<file path="src/rtl/atsl_pkg.sv">
// ----------------------------------------------------------------------------
// atsl_pkg
// Shared sizes, types and helpers of the texture slot table with LRU
// replacement.
// ----------------------------------------------------------------------------
package atsl_pkg;

  localparam int unsigned ENTRIES   = 16;
  localparam int unsigned TIME_BITS = 32;
  localparam int unsigned KEY_W     = 64;
  localparam int unsigned NOW_W     = 32;
  localparam int unsigned SLOT_W    = 4;
  localparam int unsigned IDX_W     = $clog2(ENTRIES);
  localparam int unsigned CNT_W     = $clog2(ENTRIES + 1);

  typedef logic [IDX_W-1:0]     idx_t;
  typedef logic [CNT_W-1:0]     cnt_t;
  typedef logic [TIME_BITS-1:0] stamp_t;
  typedef logic [2*KEY_W-1:0]   key_t;

  // access from the sequencer to the entry memory
  typedef struct packed {
    logic   rd_en;
    idx_t   rd_addr;
    logic   wr_key_en;
    logic   wr_time_en;
    idx_t   wr_addr;
    key_t   wr_key;
    stamp_t wr_time;
  } mem_req_t;

  // registered read data of the entry memory
  typedef struct packed {
    key_t   key;
    stamp_t stamp;
  } mem_rsp_t;

  // one result word
  typedef struct packed {
    logic [SLOT_W-1:0] slot;
    logic              miss;
    logic              replaced;
  } rsp_t;

  // keep the low TIME_BITS bits of the caller's time, zero-extend if narrower
  function automatic stamp_t to_stamp(logic [NOW_W-1:0] now);
    logic [63:0] wide;
    wide = 64'(now);
    return wide[TIME_BITS-1:0];
  endfunction

  // slot field carries the low SLOT_W bits of the entry index
  function automatic logic [SLOT_W-1:0] to_slot(idx_t idx);
    logic [31:0] wide;
    wide = 32'(idx);
    return wide[SLOT_W-1:0];
  endfunction

endpackage

</file>
<file path="src/rtl/atsl_if.sv">
// ----------------------------------------------------------------------------
// atsl_req_if / atsl_rsp_if
// Valid/ready channels for lookup requests and slot results.
// ----------------------------------------------------------------------------
interface atsl_req_if;
  import atsl_pkg::*;

  logic             valid;
  logic             ready;
  logic [KEY_W-1:0] key_low;
  logic [KEY_W-1:0] key_high;
  logic [NOW_W-1:0] now_time;

  modport source (output valid, output key_low, output key_high, output now_time,
                  input ready);
  modport sink   (input valid, input key_low, input key_high, input now_time,
                  output ready);
endinterface

interface atsl_rsp_if;
  import atsl_pkg::*;

  logic              valid;
  logic              ready;
  logic [SLOT_W-1:0] slot;
  logic              miss;
  logic              replaced;

  modport source (output valid, output slot, output miss, output replaced,
                  input ready);
  modport sink   (input valid, input slot, input miss, input replaced,
                  output ready);
endinterface

</file>
<file path="src/rtl/atsl_entry_mem.sv">
// ----------------------------------------------------------------------------
// atsl_entry_mem
// Entry storage: key and last-use time per slot, one write and one
// registered read per cycle.
// ----------------------------------------------------------------------------
module atsl_entry_mem (
  input  logic               clk_i,
  input  atsl_pkg::mem_req_t mem_req_i,
  output atsl_pkg::mem_rsp_t mem_rsp_o
);
  import atsl_pkg::*;

  key_t     key_mem   [ENTRIES];
  stamp_t   stamp_mem [ENTRIES];
  mem_rsp_t rd_q;

  // write key and time, read both at one address
  always_ff @(posedge clk_i) begin
    if (mem_req_i.wr_key_en) begin
      key_mem[mem_req_i.wr_addr] <= mem_req_i.wr_key;
    end
    if (mem_req_i.wr_time_en) begin
      stamp_mem[mem_req_i.wr_addr] <= mem_req_i.wr_time;
    end
    if (mem_req_i.rd_en) begin
      rd_q.key   <= key_mem[mem_req_i.rd_addr];
      rd_q.stamp <= stamp_mem[mem_req_i.rd_addr];
    end
  end

  assign mem_rsp_o = rd_q;

endmodule

</file>
<file path="src/rtl/atsl_out_reg.sv">
// ----------------------------------------------------------------------------
// atsl_out_reg
// One-word result register that decouples the sequencer from the consumer.
// ----------------------------------------------------------------------------
module atsl_out_reg (
  input  logic           clk_i,
  input  logic           rst_ni,
  input  logic           push_i,
  input  atsl_pkg::rsp_t data_i,
  output logic           free_o,
  atsl_rsp_if.source     rsp_o
);
  import atsl_pkg::*;

  logic valid_q, valid_d;
  rsp_t data_q;

  // take a new word when empty or while the held one drains
  assign free_o  = !valid_q || rsp_o.ready;
  assign valid_d = push_i || (valid_q && !rsp_o.ready);

  always_ff @(posedge clk_i or negedge rst_ni) begin
    if (!rst_ni) begin
      valid_q <= 1'b0;
    end else begin
      valid_q <= valid_d;
    end
  end

  // hold payload until replaced
  always_ff @(posedge clk_i) begin
    if (push_i) begin
      data_q <= data_i;
    end
  end

  assign rsp_o.valid    = valid_q;
  assign rsp_o.slot     = data_q.slot;
  assign rsp_o.miss     = data_q.miss;
  assign rsp_o.replaced = data_q.replaced;

endmodule

</file>
<file path="src/rtl/atsl_ctrl.sv">
// ----------------------------------------------------------------------------
// atsl_ctrl
// Lookup sequencer: match scan over filled entries, age scan for the
// victim on a full miss, then write-back of time, and of the key on a miss.
// ----------------------------------------------------------------------------
module atsl_ctrl (
  input  logic               clk_i,
  input  logic               rst_ni,
  atsl_req_if.sink           req_i,
  output atsl_pkg::mem_req_t mem_req_o,
  input  atsl_pkg::mem_rsp_t mem_rsp_i,
  input  logic               out_free_i,
  output logic               rsp_push_o,
  output atsl_pkg::rsp_t     rsp_data_o
);
  import atsl_pkg::*;

  localparam cnt_t ENTRY_CNT = CNT_W'(ENTRIES);

  typedef enum logic [1:0] {
    ST_IDLE,
    ST_MATCH,
    ST_LRU,
    ST_WRITE
  } state_e;

  state_e state_q, state_d;
  cnt_t   fill_q, fill_d;
  logic   pend_q, pend_d;
  key_t   key_q, key_d;
  stamp_t now_q, now_d;
  cnt_t   limit_q, limit_d;
  cnt_t   issue_q, issue_d;
  idx_t   pend_idx_q, pend_idx_d;
  idx_t   idx_q, idx_d;
  logic   miss_q, miss_d;
  logic   repl_q, repl_d;
  stamp_t best_age_q, best_age_d;
  idx_t   best_idx_q, best_idx_d;

  logic   hit;
  stamp_t age;
  logic   take;

  assign hit  = (mem_rsp_i.key == key_q);
  assign age  = now_q - mem_rsp_i.stamp;
  assign take = pend_q && ((pend_idx_q == '0) || (age > best_age_q));

  // sequence the scans and the write-back
  always_comb begin
    state_d    = state_q;
    fill_d     = fill_q;
    pend_d     = 1'b0;
    key_d      = key_q;
    now_d      = now_q;
    limit_d    = limit_q;
    issue_d    = issue_q;
    pend_idx_d = pend_idx_q;
    idx_d      = idx_q;
    miss_d     = miss_q;
    repl_d     = repl_q;
    best_age_d = best_age_q;
    best_idx_d = best_idx_q;
    mem_req_o  = '0;
    rsp_push_o = 1'b0;
    req_i.ready = (state_q == ST_IDLE);

    unique case (state_q)
      ST_IDLE: begin
        if (req_i.valid) begin
          key_d   = {req_i.key_high, req_i.key_low};
          now_d   = to_stamp(req_i.now_time);
          limit_d = fill_q;
          issue_d = '0;
          state_d = ST_MATCH;
        end
      end

      ST_MATCH: begin
        // issue next read, check the one that came back
        if (issue_q != limit_q) begin
          mem_req_o.rd_en   = 1'b1;
          mem_req_o.rd_addr = issue_q[IDX_W-1:0];
          issue_d           = issue_q + cnt_t'(1);
          pend_d            = 1'b1;
          pend_idx_d        = issue_q[IDX_W-1:0];
        end
        if (pend_q && hit) begin
          idx_d   = pend_idx_q;
          miss_d  = 1'b0;
          repl_d  = 1'b0;
          state_d = ST_WRITE;
        end else if (issue_q == limit_q) begin
          miss_d  = 1'b1;
          issue_d = '0;
          pend_d  = 1'b0;
          if (limit_q != ENTRY_CNT) begin
            idx_d   = limit_q[IDX_W-1:0];
            repl_d  = 1'b0;
            fill_d  = fill_q + cnt_t'(1);
            state_d = ST_WRITE;
          end else begin
            repl_d  = 1'b1;
            state_d = ST_LRU;
          end
        end
      end

      ST_LRU: begin
        // track the oldest entry, lowest index wins ties
        if (issue_q != ENTRY_CNT) begin
          mem_req_o.rd_en   = 1'b1;
          mem_req_o.rd_addr = issue_q[IDX_W-1:0];
          issue_d           = issue_q + cnt_t'(1);
          pend_d            = 1'b1;
          pend_idx_d        = issue_q[IDX_W-1:0];
        end
        if (take) begin
          best_age_d = age;
          best_idx_d = pend_idx_q;
        end
        if (issue_q == ENTRY_CNT) begin
          idx_d   = take ? pend_idx_q : best_idx_q;
          state_d = ST_WRITE;
        end
      end

      ST_WRITE: begin
        // commit entry and hand over the result word together
        if (out_free_i) begin
          mem_req_o.wr_key_en  = miss_q;
          mem_req_o.wr_time_en = 1'b1;
          mem_req_o.wr_addr    = idx_q;
          mem_req_o.wr_key     = key_q;
          mem_req_o.wr_time    = now_q;
          rsp_push_o           = 1'b1;
          state_d              = ST_IDLE;
        end
      end
    endcase
  end

  assign rsp_data_o = '{slot: to_slot(idx_q), miss: miss_q, replaced: repl_q};

  // control state
  always_ff @(posedge clk_i or negedge rst_ni) begin
    if (!rst_ni) begin
      state_q <= ST_IDLE;
      fill_q  <= '0;
      pend_q  <= 1'b0;
    end else begin
      state_q <= state_d;
      fill_q  <= fill_d;
      pend_q  <= pend_d;
    end
  end

  // per-request working registers
  always_ff @(posedge clk_i) begin
    key_q      <= key_d;
    now_q      <= now_d;
    limit_q    <= limit_d;
    issue_q    <= issue_d;
    pend_idx_q <= pend_idx_d;
    idx_q      <= idx_d;
    miss_q     <= miss_d;
    repl_q     <= repl_d;
    best_age_q <= best_age_d;
    best_idx_q <= best_idx_d;
  end

  a_fill_bound: assert property (@(posedge clk_i) disable iff (!rst_ni)
    fill_q <= ENTRY_CNT)
    else $error("fill count beyond table size");

  a_repl_full: assert property (@(posedge clk_i) disable iff (!rst_ni)
    (rsp_push_o && repl_q) |-> (fill_q == ENTRY_CNT))
    else $error("eviction while table not full");

  a_match_bound: assert property (@(posedge clk_i) disable iff (!rst_ni)
    (state_q == ST_MATCH) |-> (issue_q <= limit_q))
    else $error("match scan past filled entries");

  a_write_filled: assert property (@(posedge clk_i) disable iff (!rst_ni)
    mem_req_o.wr_time_en |-> (cnt_t'(idx_q) < fill_q))
    else $error("write to an entry outside the filled range");

  a_write_hold: assert property (@(posedge clk_i) disable iff (!rst_ni)
    (state_q == ST_WRITE && !out_free_i) |=> (state_q == ST_WRITE))
    else $error("write-back left while result register busy");

endmodule

</file>
<file path="src/rtl/assoc_texture_slot_lru.sv">
// ----------------------------------------------------------------------------
// assoc_texture_slot_lru
// Fully associative slot table keyed by a 128-bit texture descriptor with
// least-recently-used replacement.
// ----------------------------------------------------------------------------
// One request is handled at a time; all entry state sits in a synchronous
// memory with one read port that is scanned one entry per cycle. A hit
// ends the match scan at the matching entry, a fill miss scans every
// filled entry, and a miss on a full table adds a second scan over every
// entry to find the oldest one. The next request is taken as soon as the
// result has moved into the output register, even if the consumer has not
// yet taken it. No clearing pass is needed after reset: only entries below
// the fill count are read.
module assoc_texture_slot_lru (
  input  logic       clk_i,
  input  logic       rst_ni,
  atsl_req_if.sink   req_i,
  atsl_rsp_if.source rsp_o
);
  import atsl_pkg::*;

  mem_req_t mem_req;
  mem_rsp_t mem_rsp;
  logic     out_free;
  logic     rsp_push;
  rsp_t     rsp_data;

  atsl_ctrl u_ctrl (
    .clk_i      (clk_i),
    .rst_ni     (rst_ni),
    .req_i      (req_i),
    .mem_req_o  (mem_req),
    .mem_rsp_i  (mem_rsp),
    .out_free_i (out_free),
    .rsp_push_o (rsp_push),
    .rsp_data_o (rsp_data)
  );

  atsl_entry_mem u_mem (
    .clk_i     (clk_i),
    .mem_req_i (mem_req),
    .mem_rsp_o (mem_rsp)
  );

  atsl_out_reg u_out (
    .clk_i  (clk_i),
    .rst_ni (rst_ni),
    .push_i (rsp_push),
    .data_i (rsp_data),
    .free_o (out_free),
    .rsp_o  (rsp_o)
  );

endmodule

</file>
<file path="src/flat_wrapper.sv">
// flat-port wrapper written by rule: the top's interface ports become plain ports
module assoc_texture_slot_lru_flat import atsl_pkg::*;
  (clk_i, rst_ni, req_i_valid, req_i_key_low, req_i_key_high, req_i_now_time, req_i_ready, rsp_o_valid, rsp_o_slot, rsp_o_miss, rsp_o_replaced, rsp_o_ready);
  atsl_req_if req_i_i ();
  atsl_rsp_if rsp_o_i ();
  input  logic clk_i;
  input  logic rst_ni;
  input wire logic [$bits(req_i_i.valid)-1:0] req_i_valid;
  input wire logic [$bits(req_i_i.key_low)-1:0] req_i_key_low;
  input wire logic [$bits(req_i_i.key_high)-1:0] req_i_key_high;
  input wire logic [$bits(req_i_i.now_time)-1:0] req_i_now_time;
  output wire logic [$bits(req_i_i.ready)-1:0] req_i_ready;
  output wire logic [$bits(rsp_o_i.valid)-1:0] rsp_o_valid;
  output wire logic [$bits(rsp_o_i.slot)-1:0] rsp_o_slot;
  output wire logic [$bits(rsp_o_i.miss)-1:0] rsp_o_miss;
  output wire logic [$bits(rsp_o_i.replaced)-1:0] rsp_o_replaced;
  input wire logic [$bits(rsp_o_i.ready)-1:0] rsp_o_ready;
  assign req_i_i.valid = req_i_valid;
  assign req_i_i.key_low = req_i_key_low;
  assign req_i_i.key_high = req_i_key_high;
  assign req_i_i.now_time = req_i_now_time;
  assign req_i_ready = req_i_i.ready;
  assign rsp_o_valid = rsp_o_i.valid;
  assign rsp_o_slot = rsp_o_i.slot;
  assign rsp_o_miss = rsp_o_i.miss;
  assign rsp_o_replaced = rsp_o_i.replaced;
  assign rsp_o_i.ready = rsp_o_ready;
  assoc_texture_slot_lru u_core (.clk_i(clk_i), .rst_ni(rst_ni), .req_i(req_i_i), .rsp_o(rsp_o_i));
endmodule
</file>
<file path="config.mk">
export PLATFORM = sky130hd
export DESIGN_NAME = assoc_texture_slot_lru_flat
export DESIGN_NICKNAME = d
export VERILOG_FILES = /design/src/rtl/atsl_pkg.sv /design/src/rtl/atsl_if.sv /design/src/rtl/atsl_entry_mem.sv /design/src/rtl/atsl_out_reg.sv /design/src/rtl/atsl_ctrl.sv /design/src/rtl/assoc_texture_slot_lru.sv /design/src/flat_wrapper.sv
export SDC_FILE = /design/constraint.sdc
export NUM_CORES = 2
export LEC_CHECK = 0
export BUFFER_PORTS_ARGS = -buffer_cell sky130_fd_sc_hd__buf_2
export CORE_ASPECT_RATIO = 1.2
export CORE_UTILIZATION = 55
export DETAILED_ROUTE_END_ITERATION = 6
export GPL_ROUTABILITY_DRIVEN = 0
export GPL_TIMING_DRIVEN = 0
export HOLD_SLACK_MARGIN = 0.06
export PLACE_DENSITY = 0.71
export SYNTH_ARGS = -nofsm -noshare
export SYNTH_HDL_FRONTEND = slang
export SYNTH_SLANG_ARGS = --single-unit
export TNS_END_PERCENT = 1
</file>
<file path="constraint.sdc">
create_clock -name clk_i -period 21.8 [get_ports clk_i]
set_input_delay 4.36 -clock clk_i [delete_from_list [all_inputs] [get_ports clk_i]]
set_output_delay 4.36 -clock clk_i [all_outputs]
set_load 0.005 [all_outputs]
</file>
# Word level (Yosys, flattened, before mapping)
# Memory sizes are Yosys's and may differ from the RTL's. A register that Yosys moved wholly into a read port is not among the register bits.
# Cells that the tools add are included.
word_totals:
  n_memories: 2
  in_bits: 164
  reg_bits: 231
  ram_bits: 2560
memory_table:
  columns: ["memory", "depth", "word_bits", "rd", "rd_ports_with_merged_regs", "wr", "line_no", "source"]
  rows:
  - ["u_core.u_mem.key_mem", 16, 128, 1, 1, 1, "atsl_entry_mem.sv:13", "key_t key_mem [ENTRIES];"]
  - ["u_core.u_mem.stamp_mem", 16, 32, 1, 1, 1, "atsl_entry_mem.sv:14", "stamp_t stamp_mem [ENTRIES];"]
classes:
  reduce_logical: 21
  bitwise_logic: 1
  eq_ne: 16
  add_sub_neg: 3
  muxes: 41
  n_lt_le_gt_ge: 1
op_table:
  columns: ["op", "count"]
  rows:
  - ["two-way mux 166 bit", 2]
  - ["== test 128 bit", 1]
  - ["two-way mux 5 bit", 7]
  - ["> comparator 32 bit", 1]
  - ["subtractor 32 bit", 1]
  - ["two-way mux 4 bit", 7]
  - ["case mux 4 bit (2 select lines)", 2]
  - ["case mux 5 bit (3 select lines)", 1]
  - ["two-way mux 1 bit", 14]
  - ["AND reduction 4 bit", 3]
  - ["adder 5 x 1 -> 5 bit, second input constant", 2]
  - ["two-way mux 2 bit", 5]
  - ["inequality test 5 bit, second input constant", 2]
  - ["case mux 5 bit (2 select lines)", 1]
  - ["inequality test 2 bit, second input constant", 4]
  - ["case mux 2 bit (4 select lines)", 1]
  - ["inequality test 3 bit, second input constant", 2]
  - ["AND reduction 2 bit", 3]
  - ["AND reduction 3 bit", 2]
  - ["== test 5 bit", 1]
  - ["== test 5 bit, second input constant", 1]
  - ["inequality test 5 bit", 1]
  - ["== test 2 bit, second input constant", 2]
  - ["zero test 4 bit", 1]
  - ["other kinds (10)", 16]

# Depth between registers and ports, before layout
depth:
  word_depth: 7
  depth_mapped: 21

# Modules after synthesis
# A second synthesis with hierarchy kept.
hier_totals:
  cells_unflattened: 5373
  area_unflattened_um2: 114184.5
modules_own_cells:
  columns: ["mod", "cells_each", "area_each_um2", "n_inst"]
  rows:
  - ["atsl_entry_mem", 4233, 101164.5, 1]
  - ["atsl_ctrl", 1131, 12792.3, 1]
  - ["atsl_out_reg", 9, 227.7, 1]

# Least setup slack after synthesis
# No wires, ideal clock.
synth_timing:
  path_kind: "register to register"
  from: "register u_core.u_ctrl.state_q[0]"
  to: "register u_core.u_mem.mem_rsp_o[0] (netlist name)"
  arrival_ps: 12757
  synth_period_minus_slack_ps: 13682
  setup_ps: 925
  slack_ps: 8118
  path_stages_with_launch: 7
  path_buffers: 0
  cell_sequence: "dfrtp_1 > inv_1 > ha_1 > inv_1 > a31oi_1 > inv_1 > a21boi_0"
synth_rtl:
  columns: ["item", "line_no", "source"]
  rows:
  - ["start, declared", "atsl_ctrl.sv:27", "state_e state_q, state_d;"]
  - ["start signal, assigned", "atsl_ctrl.sv:152", "state_q <= state_d;"]

# Worst setup path after layout
layout_timing:
  from: "input port rsp_o_ready"
  to: "memory u_core.u_mem.key_mem[11][85] (netlist name) (enable)"
layout_between:
  elab_chain_cells: 5
layout_lines:
  columns: ["item", "line_no", "source"]
  rows:
  - ["start, declared", "flat_wrapper.sv:17", "input wire logic [$bits(rsp_o_i.ready)-1:0] rsp_o_ready;"]
  - ["logical OR 1 bit *", "atsl_out_reg.sv:19", "assign free_o = !valid_q || rsp_o.ready;"]
  - ["two-way mux 166 bit *", "atsl_ctrl.sv:130", "if (out_free_i) begin"]
  - ["two-way mux 166 bit *", "atsl_ctrl.sv:68", "unique case (state_q)"]
  - ["two-way mux 1 bit", "atsl_entry_mem.sv:19", "if (mem_req_i.wr_key_en) begin"]
  - ["two-way mux 1 bit (implied by the code)", "atsl_entry_mem.sv:20", "key_mem[mem_req_i.wr_addr] <= mem_req_i.wr_key;"]
  - ["end, declared", "atsl_entry_mem.sv:13", null]
# Mark *: on every way between the ends. The rest lies on a longest branch, timed or not.

==> results by group <==
Outcome
  • Status: complete, no violations

Timing
  • Slew Viols, Final: 0
  • Rel. slew slack: under 10%
  • Minimum clock period: 7911 ps
  • Final worst path period share: 36.29%
  • Worst hold margin: 465.5 ps
  • RSZ-0062 raised after global routing: false
  • Final Hold Vio Count: 0
  • Worst slew pin tran: 1445 ps
  • Setup violations, final: 0
  • Highest clock rate: about 0.13 GHz
  • Setup TNS: 0 ps
  • Setup slack after layout: ~14000 ps
  • Layout Skew: slightly above 80 ps

Synthesis
  • Post-synth EDFFs: 2942
  • Register area share after synthesis: 77.99%
  • Synth Flop Type: edfxtp_1
  • Yosys warns: 0
  • Synth cell types: 80
  • Asr flop ratio synth: 0.3050%
  • Net Count, Synth: 5534
  • #FFs+latches synth: 2951
  • Mapped Area: 0.1136 mm2
  • Syn Area/Cell: ~21 um2
  • Syn Inst Count: about 5300

Worst setup path
  • Critical-path cell list: buf_2, inv_1, nand2_1, and2_1, clkbuf_1, nand3_1, nor2_4, buf_12, buf_12, buf_12
  • R2r endpoint: u_core.u_ctrl.best_age_q[26]
  • Critical path class: input pin to flop
  • Cell mode on critical path: buf_12
  • Reg2Reg Launch Point: u_core.u_ctrl.now_q[12]
  • Crit end category: flop
  • Crit path from: rsp_o_ready
  • Bufs and invs on worst path: 6
  • CP Launch Type: input pin
  • Reg2Reg Depth: 17
  • Reg2reg setup slack: 14920 ps
  • Critical path arrival: 8510 ps
  • Slowest-stage cell, CP: nor2_4
  • Largest stage delay, worst path: around 890 ps
  • Crit path max-delay family: simple AND/OR/NAND/NOR gates
  • Data required time at the worst endpoint: 22400 ps
  • CP Max Fanout: 22

CTS
  • CTS tree: done
  • H-tree levels: 5
  • Postcts setup bufs: 0
  • Root Buffer: clkbuf_16
  • Longest Clk Path Bufs: 4
  • Clk slew on worst S/H paths: 60 ps
  • CTS sink cnt: about 3000
  • Clock latency on the worst-skew pair: 960 ps
  • Clock buffer count from CTS: 294
  • PostCTS Resize Cnt: 0
  • Hold Buf Count CTS: 0

Hold path
  • Hold depth: 0
  • HP Class: flop to flop
  • Hold Path Sink: u_core.u_out.rsp_o.replaced
  • Hold_sp: u_core.u_ctrl.repl_q

Power
  • Combinational share of power: 25.2%
  • Clock share of power: between 20% and 30%
  • Net load switching power: 4.940 mW
  • Int Pwr: approximately 11 mW
  • Maximum vdd drop: 0.00009212 V
  • Overall power: 16.21 mW
  • Flop pwr share: 45.1%
  • Switching share of total power: between 30% and 40%
  • Power per Cell Area: ~120 mW/mm2
  • LEAKAGE: 42.29 nW

GRT
  • Global Route Usage Sum: between 20 and 30%
  • Global-route wire length before repair: ~420000 um
  • Initial antenna violation count: 14
  • Largest net degree at the start of global routing: 45
  • Gr ovfl total: 0
  • Vias in the first global route: 58700

Final layout
  • Final Cell Area: about 0.13 mm2
  • Nets: between 6000 and 7000
  • Most frequent cells in the layout: 2942 x edfxtp_1, 640 x mux4_2, 323 x a22oi_1
  • Area delta synth->final: 14.52%
  • Fin util: 63.46%
  • Register Area: between 0.08 and 0.09 mm2
  • Fin cells: 8781
  • Commonest non-fill, non-tap cell in the layout: edfxtp_1
  • Area of the multi-input gates: between 0.02 and 0.025 mm2
  • Fillers: 13320
  • Share of post-route cells with drive strength above 1: between 20% and 30%

Detailed routing
  • Drt via density: 6.655
  • Routed len/inst: 34.24 um
  • Iteration-0 DRC Markers: 8426
  • Antenna Violating Nets Remaining: 0
  • DRT Wirelength: 300700 um
  • DR pass1 iterations: 6
  • DR DRC count: 0
  • Total number of vias: 58440

Die
  • Placement row count: about 180
  • Die width: 416.8 um
  • Die Y: roughly 500 um
  • Initial Util: roughly 55%
  • Area of the core: 0.2049 mm2
  • Die area: 0.2083 mm2
  • Top Ports: 172

Placement
  • DP Worst Slack: about 13000 ps
  • Placed instance area: approximately 0.12 mm2
  • Post-DP HPWL: 194200 um
  • Placed Cells: 8288
  • IO Port Bufs: 171

Run
  • MaxCap Viol Count: 0
## cell usage after synthesis, types with 24 or more instances
library cell     n  area, um2
edfxtp_1      2942      88340
mux4_2         640      14410
a22oi_1        323       2425
nand2_1        202      758.2
clkbuf_1       171      641.9
and3_1         163       1020
inv_1          105      394.1
xnor2_1         85      744.5
nor2_1          76      285.3
ha_1            72      900.9
buf_2           45      225.2
nand2b_1        45      281.5
nand4_1         44      275.3
xor2_1          41      359.1
a21oi_1         37      185.2
nand3_1         26      130.1
nor4_1          24      150.1
## power by group through the flow
stage	registers (mW)	clock network [mW]	logic, mW
finish	7.30	4.82	4.08
CTS	7.29	4.86	4.05
global route	7.32	5.06	4.29
global placement	7.54	0	3.64
floorplan	7.40	0	2.46
detailed placement	7.41	0	4.02
## sequential cells by signal, indices dropped and copies added (netlist names)
name	cells
u_core.u_mem.key_mem	2048
u_core.u_mem.stamp_mem	512
u_core.u_mem.mem_rsp_o	160
u_core.u_ctrl.key_q	128
u_core.u_ctrl.best_age_q	32
u_core.u_ctrl.now_q	32
u_core.u_ctrl.fill_q	5
u_core.u_ctrl.issue_q	5
u_core.u_ctrl.limit_q	5
u_core.u_ctrl.best_idx_q	4
u_core.u_ctrl.idx_q	4
u_core.u_ctrl.pend_idx_q	4
u_core.u_out.rsp_o.slot	4
u_core.u_ctrl.state_q	2
u_core.u_ctrl.miss_q	1
u_core.u_ctrl.pend_q	1
u_core.u_ctrl.repl_q	1
u_core.u_out.rsp_o.miss	1
u_core.u_out.rsp_o.replaced	1
u_core.u_out.rsp_o.valid	1
## area by class of cell
class | count | share of cell area [%]
antenna | 5 | 0.009620
tap | 2668 | 2.567
inverter | 106 | 0.3059
clock inverter | 128 | 0.8851
clock buffer | 359 | 5.959
buffer | 259 | 0.9188
sequential | 2951 | 68.10
multi-input combinational | 1981 | 18.20
timing repair buffer | 324 | 3.050
## worst reg2reg max path, delay by kind of cell (launching register included)
kind / cells / cell delay (ps)
adders and majority gates: 2 / 590
AOI/OAI and AO/OA: 6 / 2230
xor gates and xnor gates: 1 / 160
buffers and inverters: 1 / 250
DFF: 1 / 420
and+or+nand+nor: 7 / 2800
## cells by family (layout without fill, tap and decap cells)
family	after synthesis	count (layout)	share of synthesized area, %
and+or+nand+nor	649	649	2.971
muxes	652	652	12.81
buffers and inverters	365	1176	1.391
DFF	2951	2951	77.99
adders and majority gates	73	73	0.8108
xor gates and xnor gates	126	126	0.9717
AOI/OAI and AO/OA	481	481	3.062
other	0	5	0
## per-layer routing
metal	vias up	wire (um)	global-route usage (%)
met2	3815	144500	45.95
met4	10	18080	15.83
met3	737	30820	5.953
li1	23330	-	-
met1	30540	107300	37.69
met5	-	69	0
## how the worst max path moves through the flow
stage / to / slack (ps) / cells past startpoint
floorplan: u_core.u_mem.mem_rsp_o[0] / 8120 / 6
global placement: u_core.u_mem.mem_rsp_o[112] / -4860 / 6
detailed placement: u_core.u_mem.key_mem[11][85] / 13070 / 10
CTS: u_core.u_mem.key_mem[11][85] / 14020 / 10
global route: u_core.u_mem.key_mem[11][85] / 13930 / 10
finish: u_core.u_mem.key_mem[11][85] / 13890 / 10
Note: power is estimated with default switching activity, not from simulation.
